===== config.mk =====
export PLATFORM = sky130hd
export DESIGN_NAME = hamming_code_encoder
export DESIGN_NICKNAME = d
export VERILOG_FILES = /design/src/hdl/hce_pkg.sv /design/src/hdl/hamming_code_encoder.sv
export VERILOG_INCLUDE_DIRS = /design/src /design/src/hdl
export SDC_FILE = /design/constraint.sdc
export NUM_CORES = 1
export LEC_CHECK = 0
export ABC_CLOCK_PERIOD_IN_PS = 4300
export BUFFER_PORTS_ARGS = -buffer_cell sky130_fd_sc_hd__buf_2
export CORE_MARGIN = 2
export CORE_UTILIZATION = 54
export CTS_CLUSTER_DIAMETER = 30
export DETAILED_ROUTE_END_ITERATION = 8
export PLACE_DENSITY = 0.92
export RECOVER_POWER = 50
export SLEW_MARGIN = 10
export SYNTH_ARGS = -nofsm -noshare
export SYNTH_HDL_FRONTEND = slang
export SYNTH_SLANG_ARGS = --single-unit

===== constraint.sdc =====
create_clock -name aclk -period 4.3 [get_ports aclk]
set_input_delay 0.43 -clock aclk [delete_from_list [all_inputs] [get_ports aclk]]
set_output_delay 0.43 -clock aclk [all_outputs]
set_load 0.02 [all_outputs]

===== src/hdl/hamming_code_encoder_macros.svh =====
// Assertion macros shared by the Hamming encoder RTL.
`ifndef HAMMING_CODE_ENCODER_MACROS_SVH
`define HAMMING_CODE_ENCODER_MACROS_SVH

// Assertion checked on every rising edge of aclk while out of reset.
`define HCE_ASSERT(lbl, prop, msg) \
    lbl: assert property (@(posedge aclk) disable iff (!aresetn) prop) else $error(msg);

// Implication checked on every rising edge of aclk while out of reset.
`define HCE_ASSERT_IMPL(lbl, ante, cons, msg) \
    lbl: assert property (@(posedge aclk) disable iff (!aresetn) (ante) |-> (cons)) \
        else $error(msg);

`endif


===== src/hdl/hce_pkg.sv =====
// Constants and helper functions for the Hamming encoder.
package hce_pkg;

    localparam int DATA_W  = 57;
    localparam int CODE_W  = 63;
    localparam int LEN_W   = 6;
    localparam int CHECK_W = 3;
    localparam int PAR_N   = 6;

    localparam int MAX_DATA_BITS = 57;

    localparam int S_TDATA_W = 64;
    localparam int M_TDATA_W = 72;

    localparam int APB_ADDR_W = 3;
    localparam int APB_DATA_W = 32;

    localparam logic REG_DATA_BITS  = 1'b0;
    localparam logic REG_ODD_PARITY = 1'b1;

    localparam logic [LEN_W-1:0] DATA_BITS_RESET = 6'd4;

    // Spread the data bits over the positions that are not powers of two.
    function automatic logic [CODE_W-1:0] place_data(input logic [DATA_W-1:0] d);
        logic [CODE_W-1:0] c;
        int                k;
        c = '0;
        k = 0;
        for (int p = 1; p <= CODE_W; p++) begin
            if ((p & (p - 1)) != 0) begin
                if (k < DATA_W) begin
                    c[p-1] = d[k];
                end
                k++;
            end
        end
        return c;
    endfunction

    // Raw even parity of each check group; the check positions themselves are zero.
    function automatic logic [PAR_N-1:0] group_parity(input logic [CODE_W-1:0] c);
        logic [PAR_N-1:0] par;
        par = '0;
        for (int i = 0; i < PAR_N; i++) begin
            for (int p = 1; p <= CODE_W; p++) begin
                if (((p >> i) & 1) != 0) begin
                    par[i] = par[i] ^ c[p-1];
                end
            end
        end
        return par;
    endfunction

    // Smallest r of at least one with 2^r >= m + r + 1.
    function automatic logic [CHECK_W-1:0] check_count_for(input logic [LEN_W-1:0] m);
        logic [CHECK_W-1:0] r;
        r = 3'd7;
        for (int c = 7; c >= 1; c--) begin
            if ((1 << c) >= int'(m) + c + 1) begin
                r = CHECK_W'(c);
            end
        end
        return r;
    endfunction

endpackage


===== src/hdl/hamming_code_encoder.sv =====
// Hamming encoder: streaming data words in, codewords with check bits out.
//
// Each accepted data word becomes one Hamming codeword with check bits at the
// power-of-two positions, even or odd parity as configured. The datapath is a
// three-stage pipeline (word clamp and masking, data placement with group
// parity, check-bit merge into the output register), so a word passes each
// stage register on its way to the master side, and one word is taken every
// cycle as long as the master side keeps up. Back pressure stalls the whole
// pipeline without losing or repeating a word. Registers: data_bits at byte
// address 0 and odd_parity at byte address 4; write them only while idle.
`include "hamming_code_encoder_macros.svh"

module hamming_code_encoder (
    input  logic                          aclk,
    input  logic                          aresetn,
    // Configuration port
    input  logic                          psel,
    input  logic                          penable,
    input  logic                          pwrite,
    input  logic [hce_pkg::APB_ADDR_W-1:0] paddr,
    input  logic [hce_pkg::APB_DATA_W-1:0] pwdata,
    output logic [hce_pkg::APB_DATA_W-1:0] prdata,
    output logic                          pready,
    // Input stream
    input  logic                          s_tvalid,
    output logic                          s_tready,
    input  logic [hce_pkg::S_TDATA_W-1:0]  s_tdata,  // [56:0] data_word, [63:57] zero
    // Output stream
    output logic                          m_tvalid,
    input  logic                          m_tready,
    output logic [hce_pkg::M_TDATA_W-1:0]  m_tdata   // [62:0] code_word,
                                                      // [68:63] code_length,
                                                      // [71:69] check_count
);
    import hce_pkg::*;

    localparam int MAX_M = (MAX_DATA_BITS > 63) ? 63 : MAX_DATA_BITS;

    // Configuration registers
    logic [LEN_W-1:0] data_bits_reg;
    logic             odd_parity_reg;
    logic             cfg_wr;

    assign pready = 1'b1;
    assign cfg_wr = psel & penable & pwrite & pready;

    always_ff @(posedge aclk) begin
        if (!aresetn) begin
            data_bits_reg  <= DATA_BITS_RESET;
            odd_parity_reg <= 1'b0;
        end else if (cfg_wr) begin
            case (paddr[2])
                REG_DATA_BITS:  data_bits_reg  <= pwdata[LEN_W-1:0];
                REG_ODD_PARITY: odd_parity_reg <= pwdata[0];
                default: ;
            endcase
        end
    end

    always_comb begin
        case (paddr[2])
            REG_DATA_BITS:  prdata = {{(APB_DATA_W-LEN_W){1'b0}}, data_bits_reg};
            REG_ODD_PARITY: prdata = {{(APB_DATA_W-1){1'b0}}, odd_parity_reg};
            default:        prdata = '0;
        endcase
    end

    // Pipeline advance: a stage loads when it is empty or its successor loads.
    logic en1, en2, en3;
    logic v1_reg, v2_reg, v3_reg;

    assign en3      = !v3_reg || m_tready;
    assign en2      = !v2_reg || en3;
    assign en1      = !v1_reg || en2;
    assign s_tready = en1;

    // Stage 1: clamp the data bit count, derive r and n, mask unused bits.
    logic [LEN_W-1:0]   m_eff;
    logic [CHECK_W-1:0] r_comb;
    logic [LEN_W:0]     n_sum;
    logic [LEN_W-1:0]   n_comb;
    logic [DATA_W-1:0]  data_mask;

    always_comb begin
        if (data_bits_reg == '0) begin
            m_eff = LEN_W'(1);
        end else if (int'(data_bits_reg) > MAX_M) begin
            m_eff = LEN_W'(MAX_M);
        end else begin
            m_eff = data_bits_reg;
        end
        r_comb = check_count_for(m_eff);
        n_sum  = {1'b0, m_eff} + {{(LEN_W+1-CHECK_W){1'b0}}, r_comb};
        n_comb = n_sum[LEN_W] ? {LEN_W{1'b1}} : n_sum[LEN_W-1:0];
        for (int k = 0; k < DATA_W; k++) begin
            data_mask[k] = (k < int'(m_eff));
        end
    end

    logic [DATA_W-1:0]  data1_reg;
    logic [CHECK_W-1:0] r1_reg;
    logic [LEN_W-1:0]   n1_reg;
    logic               odd1_reg;

    always_ff @(posedge aclk) begin
        if (!aresetn) begin
            v1_reg <= 1'b0;
        end else if (en1) begin
            v1_reg <= s_tvalid;
        end
        if (en1) begin
            data1_reg <= s_tdata[DATA_W-1:0] & data_mask;
            r1_reg    <= r_comb;
            n1_reg    <= n_comb;
            odd1_reg  <= odd_parity_reg;
        end
    end

    // Stage 2: place data bits and form the raw parity of every check group.
    logic [CODE_W-1:0]  code_comb;
    logic [CODE_W-1:0]  code2_reg;
    logic [PAR_N-1:0]   par2_reg;
    logic [CHECK_W-1:0] r2_reg;
    logic [LEN_W-1:0]   n2_reg;
    logic               odd2_reg;

    assign code_comb = place_data(data1_reg);

    always_ff @(posedge aclk) begin
        if (!aresetn) begin
            v2_reg <= 1'b0;
        end else if (en2) begin
            v2_reg <= v1_reg;
        end
        if (en2) begin
            code2_reg <= code_comb;
            par2_reg  <= group_parity(code_comb);
            r2_reg    <= r1_reg;
            n2_reg    <= n1_reg;
            odd2_reg  <= odd1_reg;
        end
    end

    // Stage 3: merge the check bits in use into the output register.
    logic [CODE_W-1:0]  code_final;
    logic [CODE_W-1:0]  code3_reg;
    logic [LEN_W-1:0]   len3_reg;
    logic [CHECK_W-1:0] chk3_reg;

    always_comb begin
        code_final = code2_reg;
        for (int i = 0; i < PAR_N; i++) begin
            code_final[(1 << i) - 1] = (i < int'(r2_reg)) && (par2_reg[i] ^ odd2_reg);
        end
    end

    always_ff @(posedge aclk) begin
        if (!aresetn) begin
            v3_reg <= 1'b0;
        end else if (en3) begin
            v3_reg <= v2_reg;
        end
        if (en3) begin
            code3_reg <= code_final;
            len3_reg  <= n2_reg;
            chk3_reg  <= r2_reg;
        end
    end

    assign m_tvalid = v3_reg;
    assign m_tdata  = {chk3_reg, len3_reg, code3_reg};

    // A stalled input side means the first stage holds a word.
    `HCE_ASSERT_IMPL(a_stall_full, !s_tready, v1_reg, "input stalled with stage 1 empty")
    // No codeword bit is set above the codeword length.
    `HCE_ASSERT_IMPL(a_code_len, m_tvalid, (code3_reg >> len3_reg) == '0,
                     "codeword bit set above code_length")
    // Every codeword carries at least one check bit and more than one bit in total.
    `HCE_ASSERT_IMPL(a_len_min, m_tvalid, chk3_reg != '0 && len3_reg > LEN_W'(1),
                     "codeword shorter than possible")

endmodule


== Yosys cells after proc, flatten, opt, wreduce, memory -nomap -nowiden ==
Cells that the tools add are included.

* Register bits: 222
* Bits of input ports: 106
* Output and inout port bits: 107
* Logic and storage cells: 499

* Add/subtract/negate cells: 13
* Magnitude comparators: 70
* Multiplexer cells: 189
* Bitwise operators: 195
* Reductions and logical operators: 15

{| class="wikitable"
|+ Operators with widths
! cell !! number
|-
| $xor 1x1->1 || 191
|-
| $mux 1 || 181
|-
| $lt 6x6->1 const A || 25
|-
| $lt 5x6->1 const A || 16
|-
| $pmux 32 s2 || 1
|-
| $and 57x57->57 || 1
|-
| $add 7x1->8 const B || 6
|-
| $lt 4x6->1 const A || 8
|-
| $lt 3x6->1 const A || 4
|-
| $add 6x3->7 const B || 3
|-
| $add 6x2->7 const B || 2
|-
| $lt 1x6->1 const A || 2
|-
| $lt 2x6->1 const A || 2
|-
| $mux 6 || 2
|-
| $mux 3 || 3
|-
| $ge 2x8->1 const A || 1
|-
| $ge 3x8->1 const A || 1
|-
| $ge 4x8->1 const A || 1
|-
| $ge 5x8->1 const A || 1
|-
| $ge 6x8->1 const A || 1
|-
| $ge 7x8->1 const A || 1
|-
| $add 6x1->7 const B || 1
|-
| $add 6x3->7 || 1
|-
| $gt 6x6->1 const B || 1
|-
| other kinds (11) || 26
|}

== Logic depth before layout (Yosys ltp) ==
Gate-level depths: netlist of run 1.

* Depth in word-level cells: 65
* Mapped depth: 19
* Mapped depth without buffers: 18

== Least setup slack after synthesis of run 1 ==
Ideal clock, no wire load.

* Kind: register -> register
* Start: reg data_bits_reg[3]
* End: reg n1_reg[4], data pin
* Setup time: 0.270 ns
* Arrival: 3.306 ns
* Data required time: 4.030 ns
* Setup slack: 0.724 ns
* Cell stages (with the launch flop): 19
* Path buffers: 1
* Period minus slack after synthesis: 3.576 ns
* Cells stage by stage: dfxtp_1 buf_2 nand3_1 and2_1 ha_1 or2_2 o21ai_0 a22oi_2 nor4b_4 nor3b_1 a221oi_2 ha_1 inv_1 fa_1 inv_1 a21o_1 inv_1 nor3_1 a21oi_1

* Cells in the longest elaborated chain, start to end: 13
* Elaborated cells on any way between the ends: 29
* Classes of those cells: add/sub (13); order compare (7); mux (8); reduce/logical (1)

{| class="wikitable"
|+ RTL lines
! what !! line !! RTL
|-
| start, declared || hamming_code_encoder.sv:40 || <nowiki>logic [LEN_W-1:0] data_bits_reg;</nowiki>
|-
| start signal, assigned || hamming_code_encoder.sv:53 || <nowiki>REG_DATA_BITS: data_bits_reg <= pwdata[LEN_W-1:0];</nowiki>
|-
| $gt 6x6->1 || hamming_code_encoder.sv:87 || <nowiki>end else if (int'(data_bits_reg) > MAX_M) begin</nowiki>
|-
| $mux 6 || hamming_code_encoder.sv:87 ||
|-
| $mux 6 (*) || hamming_code_encoder.sv:85 || <nowiki>if (data_bits_reg == '0) begin</nowiki>
|-
| $add 6x3->7 || hce_pkg.sv:59 || <nowiki>if ((1 << c) >= int'(m) + c + 1) begin</nowiki>
|-
| $add 7x1->8 || hce_pkg.sv:59 ||
|-
| $ge 7x8->1 || hce_pkg.sv:59 ||
|-
| $mux 1 || hce_pkg.sv:59 ||
|-
| $mux 2 (2 in a row) || hce_pkg.sv:59 ||
|-
| $mux 3 (2 in a row) || hce_pkg.sv:59 ||
|-
| $mux 3 (*) || hce_pkg.sv:59 ||
|-
| net r_comb[0] || hamming_code_encoder.sv:79 || <nowiki>logic [CHECK_W-1:0] r_comb;</nowiki>
|-
| $add 6x3->7 (*) || hamming_code_encoder.sv:93 || <nowiki>n_sum = {1'b0, m_eff} + {{(LEN_W+1-CHECK_W){1'b0}}, r_comb};</nowiki>
|-
| end signal, assigned || hamming_code_encoder.sv:114 || <nowiki>n1_reg <= n_comb;</nowiki>
|-
| end, declared || hamming_code_encoder.sv:102 || <nowiki>logic [LEN_W-1:0] n1_reg;</nowiki>
|}

The timed path passes the listed nets; every way through them passes the cells marked *.
A chain may end at the register's enable or synchronous reset.

== Final worst setup path of run 1 ==
* Start: reg data_bits_reg[5]
* End: reg n1_reg[4], data pin

Same word-level chain as after synthesis.

==> flow_summary.toml, run 1 <==
[global_route]
antenna_found_initial = 0
grt_max_degree = 54
grt_pass1_vias = 5651
grt_pass1_wl_mm = 30.88
grt.total_usage_pct = 22.35
overflow = 0

[critical_path]
path_cells = "nand3_1 -> and2_1 -> inv_1 -> ha_1 -> buf_4 -> nor3_1 -> a21oi_1 -> nor3_1 -> o22ai_1 -> nor3b_1 -> a221oi_2 -> ha_1 -> inv_1 -> fa_1 -> inv_1 -> a21o_1 -> inv_1 -> nor3_1 -> a21oi_1"
required_ns = 4.57
r2r_cells = 19
cp_top_family = "simple AND/OR/NAND/NOR gates"
crit_path_start_kind = "flip-flop"
cpPeakStageDelay_ns = 0.39
critPathMostFrequentCell = "inv_1"
worst-path-stages = 19
worstPathBufferInverterCount = 5
setup.worst_path.class = "flip-flop to flip-flop"
worst-path-max-fanout = 7
slowest_stage = "fa_1"
critPathArrivalTime_ns = 4.12
cp-end-kind = "flip-flop"

[placement]
dp_slack_ns = 0.4877
place_hpwl_mm = 14.76
io_buffers = 150
gp_congestion = 0.8837

[yosys]
syn_area_um2 = 9550
ys_warn_count = 0
synth.distinct_cells = 58
ys_ff_latch = 222
synth_area_per_cell_um2 = 14.67
synth-seq-area-share_pct = 68.75
synthCells = 651
yosys_most_used_dff = "edfxtp_1"
synth_edf_count = 212
synthArstFlopShare_pct = 0

[pwr]
leakage_nw = 4.686
power.total_mw = 5.493
peakVddDrop_uv = 313.5
power.density_nw_per_um2 = 481.0

[route]
num_vias = 5716
drc = 0
final_antenna_net_count = 0
via_per_inst = 5.342
routed_wirelength_mm = 21.02
dr.pass1.iters = 5
wl_per_cell_um = 19.64
dr.first_iter.drc_count = 572

[cells_and_area]
largest_register_ffs = 63
final_nets = 942
layout_commonest_cell = "edfxtp_1"
layout-drive-gt1-share_pct = 18.11
antenna_cells = 0
area.growth.synth_to_final_pct = 19.56
final_cell_mix = "edfxtp_1 (212), xnor2_1 (101), clkbuf_1 (80)"

[status]
violations = "max-capacitance violations, max-slew violations"
outcome = "finished with violations"

[clock_network]
cts_max_path_buffers = 3
clockRootBuffer = "clkbuf_16"
cts.repair.resized = 0
postCtsSetupBuffers = 0
clkTransAtPathRegs_ns = 0.06
insertion_delay_ns = 0.53
cts_buffers = 31
h-tree-depth = 1
clock_sinks = 222
cts_tree = "done"
cts_hold_buffers = 0

[sta]
setup_tns_ns = 0
hold_viol = 0
rsz0062_at_grt = "no"
period_share_pct = 89.51
slew_headroom_pct = -16.53
setup_viol = 0
clock.fmax_mhz = 259.8
final_period_minus_worst_setup_slack_ns = 3.849
setup_ws_ns = 0.4511
holdWs_ns = 0.1226
worst_slew_pin_slew_ns = 1.743
fin_skew_ns = 0.008069
slew_viol_final = 37

[job]
max_cap_violations = 1

[min_path]
hold_depth = 3
hp-class = "primary input to flip-flop"

[floorplan]
die-area_um2 = 18770
rows = 48
fp.dieW_um = 137.0
core_area_um2 = 17300
ios = 213
die_h_um = 137.0
initial_utilization_pct = 55.22
## cell type report
class,count,area (um^2)
clock buffers,36,794.5
multi-input cells,387,2706
well taps,225,281.5
repair buffers,168,789.5
inverters,13,48.80
fillers,1212,5878
flip-flops and latches,222,6568
clock inverters,19,230.2
## through the flow
stage	std cells	util (%)	cell area, um^2
after detailed placement	1015	60.73	10510
after CTS	1070	66.66	11530
after global placement	1015	60.73	10510
after global routing	1070	66.02	11420
final	1070	66.02	11420
after floorplan	676	-	9644
## cell families (layout without fill, tap and decap cells)
kind of cell             after synthesis  after routing  share of synthesized area (%)
buffers and inverters                 67            236                          3.891
other                                  2             27                        0.07864
adder cells (fa/ha/maj)               13             13                          1.782
flip-flops                           222            222                          68.75
AO/OA/AOI/OAI                         89             89                          6.498
XOR/XNOR                             120            120                          11.00
AND/OR/NAND/NOR                      129            129                          7.035
multiplexers                           9              9                         0.9564
## worst reg2reg max path: stages (launching register included)
cell      delay (ns)
dfxtp_2         0.32
nand3_1         0.14
and2_1          0.31
inv_1           0.17
ha_1            0.31
buf_4           0.20
nor3_1          0.17
a21oi_1         0.06
nor3_1          0.17
o22ai_1         0.12
nor3b_1         0.16
a221oi_2        0.29
ha_1            0.22
inv_1           0.06
fa_1            0.39
inv_1           0.07
a21o_1          0.16
inv_1           0.05
nor3_1          0.13
a21oi_1         0.09
## where the power goes
group | internal (mW) | leakage (nW) | switching (mW)
logic | 0.171 | 1.60 | 0.276
clock network | 1.57 | 0.496 | 0.903
registers | 2.51 | 2.59 | 0.0604
## synth_stat cells (10+ instances only)
cell      instances  share of area (%)
a21oi_1          38                2.0
and2_1           10               0.66
buf_4            27                2.1
clkbuf_1         19               0.75
dfxtp_1          10                2.1
edfxtp_1        212                 67
ha_1             12                1.6
inv_1            11               0.43
nand2_1          32                1.3
nor2_1           24               0.94
nor2b_1          24                1.6
nor3_1           10               0.52
o21a_1           12               0.94
xnor2_1         101                9.3
xor2_1           19                1.7
## layer usage
metal | routed length [um] | vias up | global-route usage [%] | share of wire, %
met2 | 10680 | 299 | 38.50 | 51
met1 | 8183 | 2737 | 28.98 | 39
met5 | 0 | - | 0 | 0
met4 | 574 | 0 | 8.362 | 2.7
li1 | - | 2630 | - | -
met3 | 1572 | 50 | 3.000 | 7.5
## worst paths after layout
kind	startpoint	to	slack, ns
max	data_bits_reg[5]	n1_reg[4]	0.45
min	pwdata[2]	data_bits_reg[2]	0.12
max reg2reg	data_bits_reg[5]	n1_reg[4]	0.45
min reg2reg	code2_reg[17]	code3_reg[17]	0.41
Note: power is estimated with default switching activity, not from simulation.
==> run 2: changes to the inputs <==
Settings changed: CORE_UTILIZATION 54 to 30, PLACE_DENSITY 0.92 to 0.61.
==> run 2 against run 1 <==
The flow now finishes without violations. Fmax fell by 2.1%. Via count fell by 1.9%. Critical path type unchanged. Sequential power barely moved. Flip-flop and latch count did not move. Clock skew rose by 0.016 ns. Cell count rose by 20%. Clock power rose by 47%. Non-clock buffer count rose by 4. Critical path depth fell by 2.
==> flow_summary.toml, run 2 (synthesis results as in run 1) <==
[min_path]
holdCritStartpoint = "pwdata[2]"
hp-class = "primary input to flip-flop"
hold_depth = 3
holdPathEnd = "data_bits_reg[2]"

[sta]
period_share_pct = 91.46
worst_slew_pin_slew_ns = 1.323
slew_viol_final = 0
clock.fmax_mhz = 254.3
final_period_minus_worst_setup_slack_ns = 3.933
setup_tns_ns = 0
hold_viol = 0
setup_viol = 0
fin_skew_ns = 0.02397
slew_headroom_pct = 11.80
rsz0062_at_grt = "no"

[cells_and_area]
layout_commonest_cell = "edfxtp_1"
area.growth.synth_to_final_pct = 28.78
antenna_cells = 0
final_cell_mix = "edfxtp_1 (212), xnor2_1 (101), clkbuf_1 (78)"
largest_register_ffs = 63
num-fill-cells = 2957
fin_util_pct = 39.08
layout-drive-gt1-share_pct = 21.77
final_nets = 963

[global_route]
overflow = 0
grt_pass1_vias = 5589
grt_max_degree = 74
grt.total_usage_pct = 14.07
antenna_found_initial = 0
grt_pass1_wl_mm = 34.24

[route]
routed_wirelength_mm = 23.69
dr.pass1.iters = 5
dr.first_iter.drc_count = 439
drc = 0
via_per_inst = 4.365
final_antenna_net_count = 0
wl_per_cell_um = 18.45
num_vias = 5605

[pwr]
leakage_nw = 5.018
switchingPower_mw = 1.559
p_int_mw = 5.103
swShare_pct = 23.39
power.density_nw_per_um2 = 541.7
comb_power_share_pct = 6.9
seq_power_share_pct = 38.7
peakVddDrop_uv = 279.9
pwr-share-clk_pct = 54.5

[clock_network]
clkTransAtPathRegs_ns = 0.05
h-tree-depth = 2
insertion_delay_ns = 0.54
cts_buffers = 48
cts.repair.resized = 0
clock_sinks = 222
postCtsSetupBuffers = 0
cts_tree = "done"
cts_max_path_buffers = 3
cts_hold_buffers = 0
clockRootBuffer = "clkbuf_16"

[status]
outcome = "finished clean"

[placement]
gp_congestion = 0.8310
io_buffers = 150
place_hpwl_mm = 17.62

[critical_path]
r2r_setup_slack_ns = 0.37
cpPeakStageDelay_ns = 0.40
reg2reg_from = "data_bits_reg[3]"
cp-end-kind = "flip-flop"
critPathArrivalTime_ns = 4.20
r2r_cells = 17
setup.worst_path.class = "flip-flop to flip-flop"
r2r_end = "n1_reg[4]"
cp_top_family = "simple AND/OR/NAND/NOR gates"
required_ns = 4.57
worst-path-max-fanout = 6
slowest_stage = "dfxtp_1"
worstPathBufferInverterCount = 3
path_cells = "nand3_1 -> and2_1 -> ha_1 -> or2_2 -> o21ai_0 -> a22oi_2 -> nor4b_4 -> nor3b_1 -> a221oi_2 -> ha_1 -> inv_1 -> fa_1 -> inv_1 -> a21o_1 -> inv_1 -> nor3_1 -> a21oi_1"
critPathMostFrequentCell = "inv_1"
crit_path_start_kind = "flip-flop"

[floorplan]
die-area_um2 = 33280
fp.dieW_um = 182.4
die_h_um = 182.4
rows = 65
ios = 213
core_area_um2 = 31470
initial_utilization_pct = 30.34

[job]
max_cap_violations = 0
## run 2: cell types whose count changed in the layout (fill, tap and decap cells not counted), sizes merged
cell,before,now
buf,93,96
inv,16,20
clkinvlp,2,3
clkbuf,111,127
clkinv,10,22
bufinv,4,5
## run 2: worst max-delay path by stage
| stage | start | endpoint | cells after the start |
|---|---|---|---|
| finish | data_bits_reg[3] | n1_reg[4] | 17 |
| global route | data_bits_reg[5] | n1_reg[4] | 18 |
| CTS | data_bits_reg[3] | n1_reg[4] | 17 |
| detailed placement | data_bits_reg[5] | n1_reg[4] | 17 |
| global placement | data_bits_reg[5] | n1_reg[4] | 18 |
| floorplan | data_bits_reg[3] | n1_reg[4] | 18 |
## run 2: worst min-delay path, cell delays in order
cell and delay [ns]:
buf_2 0.08, mux2i_1 0.05, nand2_1 0.06
## run 2: metal layers
metal	global-route usage (%)	vias to the layer above	wire (um)
met5	0	-	0
met4	4.710	0	505
met3	3.093	39	1331
met2	23.89	178	11880
li1	-	2693	-
met1	17.83	2695	9977
## run 2: stage by stage
step / worst slack, ns / instances / cell area (um^2) / power (mW) / hold slack (ns)
floorplan: 0.7243 / 676 / 9644 / 2.931 / 0.4003
global placement: 0.4510 / 1196 / 10760 / 3.092 / 0.4040
detailed placement: 0.3882 / 1196 / 10760 / 3.096 / 0.4045
CTS: 0.3855 / 1284 / 12400 / 6.756 / 0.1154
global route: 0.1016 / 1284 / 12300 / 6.892 / 0.1252
finish: 0.3671 / 1284 / 12300 / 6.662 / 0.1348
## run 2: area by class of cell
class	instances	area, um^2	area share [%]
Tap cell	402	503.0	4.090
Multi-Input combinational cell	387	2716	22.09
Clock inverter	37	414.1	3.367
Clock buffer	51	1234	10.03
Inverter	13	48.80	0.3967
Sequential cell	222	6568	53.40
Timing Repair Buffer	172	815.8	6.633
## run 2: power groups by stage
stage / logic (mW) / clock network, mW / registers [mW]
after floorplan: 0.258 / 0 / 2.67
after global placement: 0.475 / 0 / 2.62
after detailed placement: 0.479 / 0 / 2.62
after CTS: 0.480 / 3.70 / 2.58
after global routing: 0.492 / 3.81 / 2.59
final: 0.456 / 3.63 / 2.58
==> run 3: changes to the inputs <==
Settings changed: BUFFER_PORTS_ARGS -buffer_cell sky130_fd_sc_hd__buf_2 to not set, CORE_UTILIZATION 30 to 63, DONT_BUFFER_PORTS set to 1, PLACE_DENSITY 0.61 to 0.91, REMOVE_ABC_BUFFERS set to 1.
==> run 3 against run 2 <==
The flow now finishes with violations (max-capacitance violations, max-slew violations). Sequential power rose by 3%. Register-to-register slack worse by 0.02 ns. Worst setup slack worse by 0.021 ns. Die area is 51% lower. Global-route usage is 9.8 points higher. Critical path type unchanged. Largest cell class unchanged. Largest power group is now registers. Highest routed layer is now met5.
==> flow_summary.toml, run 3 (synthesis results as in run 1) <==
[status]
outcome = "finished with violations"
violations = "max-capacitance violations, max-slew violations"

[pwr]
swShare_pct = 21.88
pwr-share-clk_pct = 46.8
comb_power_share_pct = 5.3
p_int_mw = 4.332
leakage_nw = 4.333
peakVddDrop_uv = 226.4
power.density_nw_per_um2 = 514.0
switchingPower_mw = 1.214
seq_power_share_pct = 47.9
power.total_mw = 5.546

[sta]
period_share_pct = 91.95
slew_headroom_pct = -17.70
slew_viol_final = 74
clock.fmax_mhz = 252.9
setup_viol = 0
final_period_minus_worst_setup_slack_ns = 3.954
rsz0062_at_grt = "no"
fin_skew_ns = 0.01138
worst_slew_pin_slew_ns = 1.766
hold_viol = 0

[floorplan]
die_h_um = 127.1
ios = 213
core_area_um2 = 15030
die-area_um2 = 16160
initial_utilization_pct = 63.53
fp.dieW_um = 127.1
rows = 45

[clock_network]
clockRootBuffer = "clkbuf_16"
clkTransAtPathRegs_ns = 0.05
cts_tree = "done"
cts_buffers = 35
insertion_delay_ns = 0.49
postCtsSetupBuffers = 0
clock_sinks = 222
h-tree-depth = 2
cts_max_path_buffers = 3

[route]
routed_wirelength_mm = 19.15
dr.pass1.iters = 6
final_antenna_net_count = 0
via_per_inst = 5.780
dr.first_iter.drc_count = 525
wl_per_cell_um = 21.61
num_vias = 5121
drc = 0

[critical_path]
r2r_setup_slack_ns = 0.35
crit_path_start_kind = "flip-flop"
cp-end-kind = "flip-flop"
setup.worst_path.class = "flip-flop to flip-flop"
required_ns = 4.52
worst-path-max-fanout = 10
critPathArrivalTime_ns = 4.17

[global_route]
grt_pass1_wl_mm = 28.73
grt.total_usage_pct = 23.83
grt_max_degree = 74
antenna_found_initial = 4
overflow = 0
grt_pass1_vias = 5104

[min_path]
hp-class = "primary input to flip-flop"

[placement]
gp_congestion = 0.9099
dp.cells = 823
place_hpwl_mm = 13.37
io_buffers = 0

[cells_and_area]
largest_register_ffs = 63
final_cells = 886
final_cell_mix = "edfxtp_1 (212), xnor2_1 (101), a21oi_1 (38)"
layout-drive-gt1-share_pct = 11.51
final_nets = 792
area.growth.synth_to_final_pct = 12.98
fin_util_pct = 71.78
layout_commonest_cell = "edfxtp_1"
num-fill-cells = 917

[job]
max_cap_violations = 1
run 3: area by class of cell:
cell class / count / area (um^2) / share of cell area, %
multi-input cells: 387 / 2724 / 25.24
clock inverters: 19 / 170.2 / 1.577
repair buffers: 14 / 101.3 / 0.9392
inverters: 13 / 48.80 / 0.4522
flip-flops and latches: 222 / 6566 / 60.85
clock buffers: 40 / 937.1 / 8.685
diodes: 3 / 7.507 / 0.06957
well taps: 188 / 235.2 / 2.180
run 3: worst max-delay path: stages (launching register included):
cell and delay, ns:
dfxtp_1 0.31, nand3_1 0.15, and2_1 0.35, ha_2 0.41, buf_4 0.20, inv_1 0.11, and4_1 0.21, o32ai_1 0.43
nor3_1 0.10, a221oi_2 0.27, ha_1 0.23, inv_1 0.05, fa_1 0.39, inv_1 0.07, a21o_1 0.16, inv_1 0.05
nor3_1 0.12, a21oi_1 0.09
run 3: routing by layer:
metal / share of wire (%) / GRT usage [%]
met5: 0.068 / 0
met4: 2.6 / 7.434
met3: 7.2 / 7.454
met2: 51 / 40.23
met1: 39 / 29.80
run 3: power groups by stage:
stage	clock network [mW]	logic (mW)	registers, mW
finish	2.60	0.291	2.66
global placement	0	0.277	2.69
global route	2.72	0.319	2.67
CTS	2.63	0.291	2.66
floorplan	0	0.229	2.68
detailed placement	0	0.283	2.70
run 3: timing repair:
action	CTS	global route
resized for setup	0	1
hold endpoints to repair	1	0
hold buffers	1	0
endpoints found under the setup margin	0	1
run 3: through the flow:
stage               hold WS [ns]  TNS (ns)  area (um^2)  worst slack [ns]
floorplan                 0.4003   -0.2479         9321           -0.2225
finish                   0.06849         0        10790            0.3464
CTS                      0.05441         0        10790            0.2425
detailed placement        0.4045         0         9671            0.2838
global placement          0.4035         0         9671            0.4014
global route             0.06426         0        10790            0.1281
run 3: path summary, 6_finish.rpt:
check	start	end	cells past startpoint
max	data_bits_reg[5]	n1_reg[4]	17
min	aresetn	m_tvalid	1
max reg2reg	data_bits_reg[5]	n1_reg[4]	17
min reg2reg	code2_reg[32]	code3_reg[32]	0
